### config.mk
export PLATFORM = sky130hd
export DESIGN_NAME = i2c_eeprom_byte_master
export DESIGN_NICKNAME = d
export VERILOG_FILES = /design/src/hdl/i2cm_pkg.sv /design/src/hdl/i2cm_seq.sv /design/src/hdl/i2c_eeprom_byte_master.sv
export SDC_FILE = /design/constraint.sdc
export NUM_CORES = 1
export LEC_CHECK = 0
export BUFFER_PORTS_ARGS = -buffer_cell sky130_fd_sc_hd__buf_2
export CAP_MARGIN = 15
export CORE_UTILIZATION = 35
export CTS_BUF_LIST = sky130_fd_sc_hd__clkbuf_16
export CTS_CLUSTER_SIZE = 28
export DETAILED_ROUTE_END_ITERATION = 6
export SYNTH_ARGS = -nofsm -noshare
export SYNTH_HDL_FRONTEND = slang
export SYNTH_SLANG_ARGS = --single-unit
### constraint.sdc
create_clock -name clk -period 10.1 [get_ports clk]
set_input_delay 2.02 -clock clk [delete_from_list [all_inputs] [get_ports clk]]
set_output_delay 2.02 -clock clk [all_outputs]
set_load 0.01 [all_outputs]
### src/hdl/i2cm_pkg.sv
// Shared types and constants for the I2C EEPROM byte master.
package i2cm_pkg;

    localparam int DEV_ADDR_W  = 7;
    localparam int PHASE_W     = 16;
    localparam int BYTE_W      = 8;
    localparam int BIT_CNT_W   = 4;
    localparam int CFG_INDEX_W = 2;
    localparam int CFG_DATA_W  = 16;

    localparam logic [DEV_ADDR_W-1:0] DEV_ADDR_RESET    = 7'h50;
    localparam logic [PHASE_W-1:0]    PHASE_TICKS_RESET = 16'd5;

    localparam logic [CFG_INDEX_W-1:0] CFG_DEVICE_ADDRESS = 2'd0;
    localparam logic [CFG_INDEX_W-1:0] CFG_PHASE_TICKS    = 2'd1;

    localparam logic [1:0] MODE_TICK  = 2'd0;
    localparam logic [1:0] MODE_WRITE = 2'd1;
    localparam logic [1:0] MODE_READ  = 2'd2;

    localparam logic [1:0] STAGE_DEV  = 2'd0;
    localparam logic [1:0] STAGE_WORD = 2'd1;
    localparam logic [1:0] STAGE_DATA = 2'd2;

    typedef enum logic [3:0] {
        ST_IDLE     = 4'd0,
        ST_START_HI = 4'd1,
        ST_START_LO = 4'd2,
        ST_TX_LO    = 4'd3,
        ST_TX_HI    = 4'd4,
        ST_ACK_LO   = 4'd5,
        ST_ACK_HI   = 4'd6,
        ST_RX_LO    = 4'd7,
        ST_RX_HI    = 4'd8,
        ST_MACK_LO  = 4'd9,
        ST_MACK_HI  = 4'd10,
        ST_STOP_LO  = 4'd11,
        ST_STOP_MID = 4'd12,
        ST_STOP_HI  = 4'd13
    } seq_state_t;

    typedef struct packed {
        logic [1:0]        mode;
        logic [BYTE_W-1:0] word_addr;
        logic [BYTE_W-1:0] write_data;
        logic              sda_in;
    } req_t;

    typedef struct packed {
        logic [BYTE_W-1:0] read_data;
        logic              success;
        logic              done_res;
        logic              busy_res;
        logic              sda_out;
        logic              scl_out;
    } res_t;

endpackage

### src/hdl/i2cm_seq.sv
// Bus sequencer: state registers, next-state logic and line decode.
module i2cm_seq
(
    input  logic                                 clk,
    input  logic                                 rst_n,
    input  logic                                 step,
    input  i2cm_pkg::req_t                       req,
    input  logic [i2cm_pkg::DEV_ADDR_W-1:0]      device_address,
    input  logic [i2cm_pkg::PHASE_W-1:0]         phase_ticks,
    output i2cm_pkg::res_t                       res
);

    i2cm_pkg::seq_state_t                 state_reg, state_next;
    logic [i2cm_pkg::PHASE_W-1:0]         phase_cnt_reg, phase_cnt_next;
    logic [i2cm_pkg::BIT_CNT_W-1:0]       bit_cnt_reg, bit_cnt_next;
    logic [i2cm_pkg::BYTE_W-1:0]          shift_reg, shift_next;
    logic [i2cm_pkg::BYTE_W-1:0]          word_addr_reg, word_addr_next;
    logic [i2cm_pkg::BYTE_W-1:0]          write_data_reg, write_data_next;
    logic                                 is_read_reg, is_read_next;
    logic [i2cm_pkg::BYTE_W-1:0]          rx_byte_reg, rx_byte_next;
    logic [1:0]                           stage_reg, stage_next;
    logic                                 pass_reg, pass_next;
    logic                                 done_c;

    logic [i2cm_pkg::PHASE_W-1:0]         limit;
    logic                                 phase_end;
    logic [i2cm_pkg::BIT_CNT_W-1:0]       bit_inc;
    logic                                 ack_checked;

    assign limit       = (phase_ticks == '0) ? i2cm_pkg::PHASE_W'(1) : phase_ticks;
    assign phase_end   = ({1'b0, phase_cnt_reg} + (i2cm_pkg::PHASE_W+1)'(1))
                         >= {1'b0, limit};
    assign bit_inc     = bit_cnt_reg + i2cm_pkg::BIT_CNT_W'(1);
    assign ack_checked = !(is_read_reg && (stage_reg == i2cm_pkg::STAGE_WORD));

    always_comb
    begin
        state_next      = state_reg;
        phase_cnt_next  = phase_cnt_reg;
        bit_cnt_next    = bit_cnt_reg;
        shift_next      = shift_reg;
        word_addr_next  = word_addr_reg;
        write_data_next = write_data_reg;
        is_read_next    = is_read_reg;
        rx_byte_next    = rx_byte_reg;
        stage_next      = stage_reg;
        pass_next       = pass_reg;
        done_c          = 1'b0;

        if (state_reg == i2cm_pkg::ST_IDLE)
        begin
            if (req.mode == i2cm_pkg::MODE_WRITE || req.mode == i2cm_pkg::MODE_READ)
            begin
                word_addr_next  = req.word_addr;
                write_data_next = req.write_data;
                is_read_next    = (req.mode == i2cm_pkg::MODE_READ);
                stage_next      = i2cm_pkg::STAGE_DEV;
                pass_next       = 1'b1;
                phase_cnt_next  = '0;
                bit_cnt_next    = '0;
                state_next      = i2cm_pkg::ST_START_HI;
            end
        end
        else if (phase_end)
        begin
            phase_cnt_next = '0;
            case (state_reg)
                i2cm_pkg::ST_START_HI:
                    state_next = i2cm_pkg::ST_START_LO;
                i2cm_pkg::ST_START_LO:
                begin
                    shift_next   = {device_address, (stage_reg == i2cm_pkg::STAGE_DATA)};
                    bit_cnt_next = '0;
                    state_next   = i2cm_pkg::ST_TX_LO;
                end
                i2cm_pkg::ST_TX_LO:
                    state_next = i2cm_pkg::ST_TX_HI;
                i2cm_pkg::ST_TX_HI:
                begin
                    shift_next = {shift_reg[i2cm_pkg::BYTE_W-2:0], 1'b0};
                    if (bit_inc >= i2cm_pkg::BIT_CNT_W'(i2cm_pkg::BYTE_W))
                    begin
                        bit_cnt_next = '0;
                        state_next   = i2cm_pkg::ST_ACK_LO;
                    end
                    else
                    begin
                        bit_cnt_next = bit_inc;
                        state_next   = i2cm_pkg::ST_TX_LO;
                    end
                end
                i2cm_pkg::ST_ACK_LO:
                    state_next = i2cm_pkg::ST_ACK_HI;
                i2cm_pkg::ST_ACK_HI:
                begin
                    if (ack_checked && req.sda_in)
                    begin
                        pass_next  = 1'b0;
                        state_next = i2cm_pkg::ST_STOP_LO;
                    end
                    else if (stage_reg == i2cm_pkg::STAGE_DEV)
                    begin
                        stage_next   = i2cm_pkg::STAGE_WORD;
                        shift_next   = word_addr_reg;
                        bit_cnt_next = '0;
                        state_next   = i2cm_pkg::ST_TX_LO;
                    end
                    else if (stage_reg == i2cm_pkg::STAGE_WORD)
                    begin
                        stage_next = i2cm_pkg::STAGE_DATA;
                        if (is_read_reg)
                        begin
                            state_next = i2cm_pkg::ST_START_HI;
                        end
                        else
                        begin
                            shift_next   = write_data_reg;
                            bit_cnt_next = '0;
                            state_next   = i2cm_pkg::ST_TX_LO;
                        end
                    end
                    else if (is_read_reg)
                    begin
                        rx_byte_next = '0;
                        bit_cnt_next = '0;
                        state_next   = i2cm_pkg::ST_RX_LO;
                    end
                    else
                    begin
                        pass_next  = 1'b1;
                        state_next = i2cm_pkg::ST_STOP_LO;
                    end
                end
                i2cm_pkg::ST_RX_LO:
                    state_next = i2cm_pkg::ST_RX_HI;
                i2cm_pkg::ST_RX_HI:
                begin
                    rx_byte_next = {rx_byte_reg[i2cm_pkg::BYTE_W-2:0], req.sda_in};
                    if (bit_inc >= i2cm_pkg::BIT_CNT_W'(i2cm_pkg::BYTE_W))
                    begin
                        bit_cnt_next = '0;
                        state_next   = i2cm_pkg::ST_MACK_LO;
                    end
                    else
                    begin
                        bit_cnt_next = bit_inc;
                        state_next   = i2cm_pkg::ST_RX_LO;
                    end
                end
                i2cm_pkg::ST_MACK_LO:
                    state_next = i2cm_pkg::ST_MACK_HI;
                i2cm_pkg::ST_MACK_HI:
                begin
                    pass_next  = 1'b1;
                    state_next = i2cm_pkg::ST_STOP_LO;
                end
                i2cm_pkg::ST_STOP_LO:
                    state_next = i2cm_pkg::ST_STOP_MID;
                i2cm_pkg::ST_STOP_MID:
                    state_next = i2cm_pkg::ST_STOP_HI;
                i2cm_pkg::ST_STOP_HI:
                begin
                    state_next = i2cm_pkg::ST_IDLE;
                    done_c     = 1'b1;
                end
                default:
                    state_next = i2cm_pkg::ST_IDLE;
            endcase
        end
        else
        begin
            phase_cnt_next = phase_cnt_reg + i2cm_pkg::PHASE_W'(1);
        end
    end

    always_comb
    begin
        res.scl_out   = 1'b1;
        res.sda_out   = 1'b1;
        res.busy_res  = (state_next != i2cm_pkg::ST_IDLE);
        res.done_res  = done_c;
        res.success   = done_c && pass_next;
        res.read_data = (done_c && pass_next && is_read_next) ? rx_byte_next : '0;
        case (state_next)
            i2cm_pkg::ST_START_LO:
                res.sda_out = 1'b0;
            i2cm_pkg::ST_TX_LO:
            begin
                res.scl_out = 1'b0;
                res.sda_out = shift_next[i2cm_pkg::BYTE_W-1];
            end
            i2cm_pkg::ST_TX_HI:
                res.sda_out = shift_next[i2cm_pkg::BYTE_W-1];
            i2cm_pkg::ST_ACK_LO, i2cm_pkg::ST_RX_LO, i2cm_pkg::ST_MACK_LO:
                res.scl_out = 1'b0;
            i2cm_pkg::ST_STOP_LO:
            begin
                res.scl_out = 1'b0;
                res.sda_out = 1'b0;
            end
            i2cm_pkg::ST_STOP_MID:
                res.sda_out = 1'b0;
            default:
            begin
                res.scl_out = 1'b1;
                res.sda_out = 1'b1;
            end
        endcase
    end

    always_ff @(posedge clk or negedge rst_n)
    begin
        if (!rst_n)
        begin
            state_reg      <= i2cm_pkg::ST_IDLE;
            phase_cnt_reg  <= '0;
            bit_cnt_reg    <= '0;
            shift_reg      <= '0;
            word_addr_reg  <= '0;
            write_data_reg <= '0;
            is_read_reg    <= 1'b0;
            rx_byte_reg    <= '0;
            stage_reg      <= i2cm_pkg::STAGE_DEV;
            pass_reg       <= 1'b0;
        end
        else if (step)
        begin
            state_reg      <= state_next;
            phase_cnt_reg  <= phase_cnt_next;
            bit_cnt_reg    <= bit_cnt_next;
            shift_reg      <= shift_next;
            word_addr_reg  <= word_addr_next;
            write_data_reg <= write_data_next;
            is_read_reg    <= is_read_next;
            rx_byte_reg    <= rx_byte_next;
            stage_reg      <= stage_next;
            pass_reg       <= pass_next;
        end
    end

`ifndef SYNTHESIS
    a_done_idle: assert property (@(posedge clk) disable iff (!rst_n)
        res.done_res |-> !res.busy_res)
        else $error("done reported while sequencer stays busy");

    a_rdata_only_on_pass: assert property (@(posedge clk) disable iff (!rst_n)
        (res.read_data != '0) |-> (res.done_res && res.success))
        else $error("read data shown outside a successful finish");

    a_hold_without_step: assert property (@(posedge clk) disable iff (!rst_n)
        !step |=> ($stable(state_reg) && $stable(phase_cnt_reg)))
        else $error("sequencer advanced without a request");

    a_bit_cnt_range: assert property (@(posedge clk) disable iff (!rst_n)
        bit_cnt_reg < i2cm_pkg::BIT_CNT_W'(i2cm_pkg::BYTE_W))
        else $error("bit counter out of range");
`endif

endmodule

### src/hdl/i2c_eeprom_byte_master.sv
// Top level of the I2C EEPROM byte master: ports, config, request and result registers.
//
//   channel  | dir | handshake         | contents
//   s_*      | in  | s_tvalid/s_tready | one bus tick request
//   m_*      | out | m_tvalid/m_tready | line levels and status after the tick
//   cfg_*    | in  | cfg_we            | device address, phase ticks
//
// One request per clock is taken unless the result register stalls.
// The request register and the result register are the only pipeline stages;
// the sequencer state advances when the request register moves to the result register.
// A stalled result register holds the request register, which in turn drops s_tready.
// Reset clears valid flags and sequencer state; request and result data are not reset.
module i2c_eeprom_byte_master
(
    input  logic                                  clk,
    input  logic                                  rst_n,
    input  logic                                  s_tvalid,
    output logic                                  s_tready,
    input  logic [23:0]                           s_tdata,  // word_addr, write_data, sda_in
    input  logic [1:0]                            s_tuser,  // mode
    output logic                                  m_tvalid,
    input  logic                                  m_tready,
    // scl_out, sda_out, busy_res, done_res, success, read_data
    output logic [15:0]                           m_tdata,
    input  logic                                  cfg_we,
    input  logic [i2cm_pkg::CFG_INDEX_W-1:0]      cfg_index,
    input  logic [i2cm_pkg::CFG_DATA_W-1:0]       cfg_data
);

    logic                                 in_valid_reg;
    i2cm_pkg::req_t                       in_req_reg;
    logic                                 out_valid_reg;
    i2cm_pkg::res_t                       out_res_reg;
    logic [i2cm_pkg::DEV_ADDR_W-1:0]      dev_addr_reg;
    logic [i2cm_pkg::PHASE_W-1:0]         phase_ticks_reg;
    logic                                 advance;
    i2cm_pkg::res_t                       seq_res;
    i2cm_pkg::req_t                       s_req;

    assign s_req.mode       = s_tuser;
    assign s_req.word_addr  = s_tdata[7:0];
    assign s_req.write_data = s_tdata[15:8];
    assign s_req.sda_in     = s_tdata[16];

    assign advance  = in_valid_reg && (!out_valid_reg || m_tready);
    assign s_tready = !in_valid_reg || advance;
    assign m_tvalid = out_valid_reg;
    assign m_tdata  = {3'b000, out_res_reg.read_data, out_res_reg.success,
                       out_res_reg.done_res, out_res_reg.busy_res,
                       out_res_reg.sda_out, out_res_reg.scl_out};

    i2cm_seq u_seq
    (
        .clk            (clk),
        .rst_n          (rst_n),
        .step           (advance),
        .req            (in_req_reg),
        .device_address (dev_addr_reg),
        .phase_ticks    (phase_ticks_reg),
        .res            (seq_res)
    );

    always_ff @(posedge clk or negedge rst_n)
    begin
        if (!rst_n)
        begin
            dev_addr_reg    <= i2cm_pkg::DEV_ADDR_RESET;
            phase_ticks_reg <= i2cm_pkg::PHASE_TICKS_RESET;
        end
        else if (cfg_we)
        begin
            case (cfg_index)
                i2cm_pkg::CFG_DEVICE_ADDRESS:
                    dev_addr_reg <= cfg_data[i2cm_pkg::DEV_ADDR_W-1:0];
                i2cm_pkg::CFG_PHASE_TICKS:
                    phase_ticks_reg <= cfg_data[i2cm_pkg::PHASE_W-1:0];
                default:
                begin
                    dev_addr_reg    <= dev_addr_reg;
                    phase_ticks_reg <= phase_ticks_reg;
                end
            endcase
        end
    end

    always_ff @(posedge clk or negedge rst_n)
    begin
        if (!rst_n)
        begin
            in_valid_reg  <= 1'b0;
            out_valid_reg <= 1'b0;
        end
        else
        begin
            if (s_tready)
            begin
                in_valid_reg <= s_tvalid;
            end
            if (advance)
            begin
                out_valid_reg <= 1'b1;
            end
            else if (m_tready)
            begin
                out_valid_reg <= 1'b0;
            end
        end
    end

    always_ff @(posedge clk)
    begin
        if (s_tvalid && s_tready)
        begin
            in_req_reg <= s_req;
        end
        if (advance)
        begin
            out_res_reg <= seq_res;
        end
    end

endmodule
==> impl_metrics.json <==
{
  "cts_made_buffers": 17,
  "cp.arrival_ns": 2.45,
  "insertion_delay_ns": 0.42,
  "multiInputGateArea_sq_um": 2650,
  "synth-edff-count": 32,
  "initial_core_util_pct": 36.0,
  "viasPerCell": 5.26,
  "drt.antenna.violating_nets": 0,
  "power_per_cell_area_nw_per_um2": 222,
  "post-cts-setup-buffers": 0,
  "globalRouteTotalUtil_pct": 15.3,
  "finalWeightedCongestion": 0.850,
  "timing.critical_path.required_ns": 8.08,
  "wl_per_cell_microns": 15.9,
  "clockBufferDepth": 2,
  "nFillCells": 1578,
  "count_of_input_and_output_buffers": 56,
  "clock-root-buffer": "sky130_fd_sc_hd__clkbuf_16",
  "cts_hold_buf": 0,
  "setup.worst_path.class": "primary input to output port",
  "die_height_microns": 133,
  "clock_sinks": 117,
  "maxUsedRoutingLayer": "met4",
  "syn_inst": 509,
  "setup-violations-final": 0,
  "ctsHtreeMaxLevel": 4,
  "post_cts_resize_count": 0,
  "crit_start_category": "primary input",
  "first_global_vias": 4234,
  "nNetsFinal": 630,
  "fmax_mhz": 224,
  "antenna_found_initial": 0,
  "setup-tns-final_ns": 0,
  "largest_register_ffs": 19,
  "hold_start": "in_req_reg[11]",
  "post-route-min-period_ns": 4.47,
  "post_synthesis_async_set_or_reset_flop_share_pct": 72.6,
  "worstSetupStartpoint": "m_tready",
  "cts_tree": "done",
  "num_vias": 4182,
  "maxCapViolCount": 0,
  "result_of_the_run": "finished clean",
  "max-vdd-ir-drop_uv": 138,
  "die_area_sq_um": 17600,
  "grt_first_pass_wirelength_microns": 21300,
  "globalRouteOverflowTotal": 0,
  "m1WireLength_microns": 5870,
  "layout_cell_share_with_drive_strength_beyond_1_pct": 27.0,
  "met3_length_microns": 548,
  "io-pin-count": 67,
  "final_common_cell": "sky130_fd_sc_hd__dfrtp_1",
  "endpoint_kind": "output port",
  "placeableCoreArea_sq_um": 16600,
  "place_hpwl_microns": 8840,
  "drc_errors": 0,
  "rsz0062_at_grt": "false",
  "wl_met2_microns": 5980,
  "yosys_register_bits": 117,
  "drt_wl_total_microns": 12700,
  "grt_start_max_net_pins": 86,
  "clk_transition_reported_paths_ns": 0.06,
  "hold-worst-slack_ns": 0.476,
  "synth.avg_cell_area_sq_um": 11.8,
  "drtIter0Drc": 255,
  "drt_pre_antenna_iters": 4,
  "synth_seq_area_share_pct": 51.7,
  "reg2reg_from": "u_seq.phase_cnt_reg[0]",
  "synth.distinct_cells": 77,
  "power_leakage_nw": 2.94,
  "maxSlewHeadroom_pct": 31.6,
  "floorplan.rows": 47,
  "syn-cell-area_sq_um": 5990,
  "crit_path_max_fo": 3,
  "ff_latch_area_sq_um": 3090,
  "final_min_period_over_clock_period_pct": 44.2,
  "final-max-slew-violation-count": 0,
  "synth_top_flop_cell": "sky130_fd_sc_hd__dfrtp_1",
  "finalHoldViolCount": 0,
  "yosysWarnings": 0,
  "mostFrequentLayoutCells": "sky130_fd_sc_hd__dfrtp_1, sky130_fd_sc_hd__buf_2, sky130_fd_sc_hd__mux2_2",
  "worst_hold_path_type": "flip-flop to flip-flop",
  "antenna_cell_count": 0,
  "tightest_slew_ns": 1.02,
  "syn2layout_area_growth_pct": 16.7,
  "worst_clock_skew_ns": 0.00846,
  "die_w_microns": 133
}
## power breakdown
part	internal (mW)	total [mW]	switching, mW
sequential	0.576	0.659	0.0830
clock	0.338	0.562	0.224
combinational	0.150	0.332	0.183
total	1.06	1.55	0.489
## metrics by stage
stage / cell area (sq um) / total power, mW / setup WS, ns / std cells / utilization (%)
after global routing: 6990 / 1.64 / 5.41 / 795 / 42.0
after global placement: 6400 / 0.983 / 5.38 / 762 / 38.5
after detailed placement: 6400 / 0.999 / 5.33 / 762 / 38.5
after CTS: 6960 / 1.57 / 5.63 / 794 / 41.8
final: 6990 / 1.55 / 5.63 / 795 / 42.0
after floorplan: 5990 / 0.900 / 5.85 / 511 / -
## per-layer routing
metal,vias up,global-route usage (%)
met5,-,0
met4,0,6.45
met3,21,4.06
met2,104,23.3
met1,2048,20.5
li1,2009,-
## synthesized netlist by cell type, types with 2 or more instances
cell type	count	area (sq um)
sky130_fd_sc_hd__dfrtp_1	81	2030
sky130_fd_sc_hd__nor3_1	12	60.1
sky130_fd_sc_hd__o211ai_1	5	37.5
sky130_fd_sc_hd__a22o_1	22	193
sky130_fd_sc_hd__buf_2	5	25.0
sky130_fd_sc_hd__nand3b_1	4	30.0
sky130_fd_sc_hd__nand2_1	30	113
sky130_fd_sc_hd__o21a_1	8	60.1
sky130_fd_sc_hd__nor2b_1	9	56.3
sky130_fd_sc_hd__o221ai_2	2	30.0
sky130_fd_sc_hd__a221oi_1	3	26.3
sky130_fd_sc_hd__nand3_1	13	65.1
sky130_fd_sc_hd__o21bai_1	2	15.0
sky130_fd_sc_hd__a21o_1	3	22.5
sky130_fd_sc_hd__o211a_1	3	30.0
sky130_fd_sc_hd__nor2_1	22	82.6
sky130_fd_sc_hd__and2_1	5	31.3
sky130_fd_sc_hd__o31ai_1	2	15.0
sky130_fd_sc_hd__o221ai_1	5	43.8
sky130_fd_sc_hd__clkbuf_2	2	10.0
sky130_fd_sc_hd__xnor2_1	9	78.8
sky130_fd_sc_hd__or2_2	4	25.0
sky130_fd_sc_hd__a41oi_1	2	17.5
sky130_fd_sc_hd__a21oi_1	17	85.1
sky130_fd_sc_hd__nor3b_1	3	22.5
sky130_fd_sc_hd__dfstp_2	4	105
sky130_fd_sc_hd__o21ai_0	19	95.1
sky130_fd_sc_hd__ha_1	19	238
sky130_fd_sc_hd__nand4_1	5	31.3
sky130_fd_sc_hd__xor2_1	6	52.6
sky130_fd_sc_hd__clkbuf_1	9	33.8
sky130_fd_sc_hd__a211oi_1	3	22.5
sky130_fd_sc_hd__a22oi_1	13	97.6
sky130_fd_sc_hd__edfxtp_1	32	961
sky130_fd_sc_hd__nand2b_1	6	37.5
sky130_fd_sc_hd__mux2_2	40	450
sky130_fd_sc_hd__mux2i_1	4	40.0
sky130_fd_sc_hd__inv_1	25	93.8
sky130_fd_sc_hd__nor4_1	4	25.0
sky130_fd_sc_hd__buf_4	6	45.0
sky130_fd_sc_hd__and3_1	2	12.5
sky130_fd_sc_hd__nor3_4	2	32.5
sky130_fd_sc_hd__and4_1	3	26.3
## critical path: stages
cell	delay [ns]
sky130_fd_sc_hd__buf_2	0.10
sky130_fd_sc_hd__nand3b_1	0.17
sky130_fd_sc_hd__buf_2	0.16
## final timing paths
| check | endpoint | slack [ns] | cells past startpoint |
|---|---|---|---|
| min in group asynchronous | phase_ticks_reg[5] | 1.48 | 1 |
| setup reg to reg | u_seq.shift_reg[1] | 5.69 | 13 |
| hold / removal | u_seq.word_addr_reg[2] | 0.48 | 1 |
| max in group asynchronous | phase_ticks_reg[2] | 7.99 | 2 |
| hold reg to reg | u_seq.word_addr_reg[2] | 0.48 | 1 |
| setup / recovery | s_tready | 5.63 | 3 |
## logic make-up (layout without fill, tap and decap cells)
| family | after synthesis | count (layout) | synth area share [%] |
|---|---|---|---|
| mux | 45 | 45 | 8.57 |
| xor+xnor | 15 | 15 | 2.19 |
| fa+ha+maj | 19 | 19 | 3.97 |
| buf+inv | 51 | 115 | 4.12 |
| other cells | 1 | 3 | 0.0626 |
| flops | 117 | 117 | 51.7 |
| simple gates | 134 | 134 | 12.8 |
| compound gates | 127 | 127 | 16.6 |
## cell type report
type / instances / area share, %
clock buffer: 17 / 6.09
clock inverter: 15 / 1.88
inverter: 26 / 1.40
multi-input combinational: 343 / 38.0
sequential: 117 / 44.3
tap: 220 / 3.94
timing repair buffer: 57 / 4.44
(Power assumes the default switching activity.)
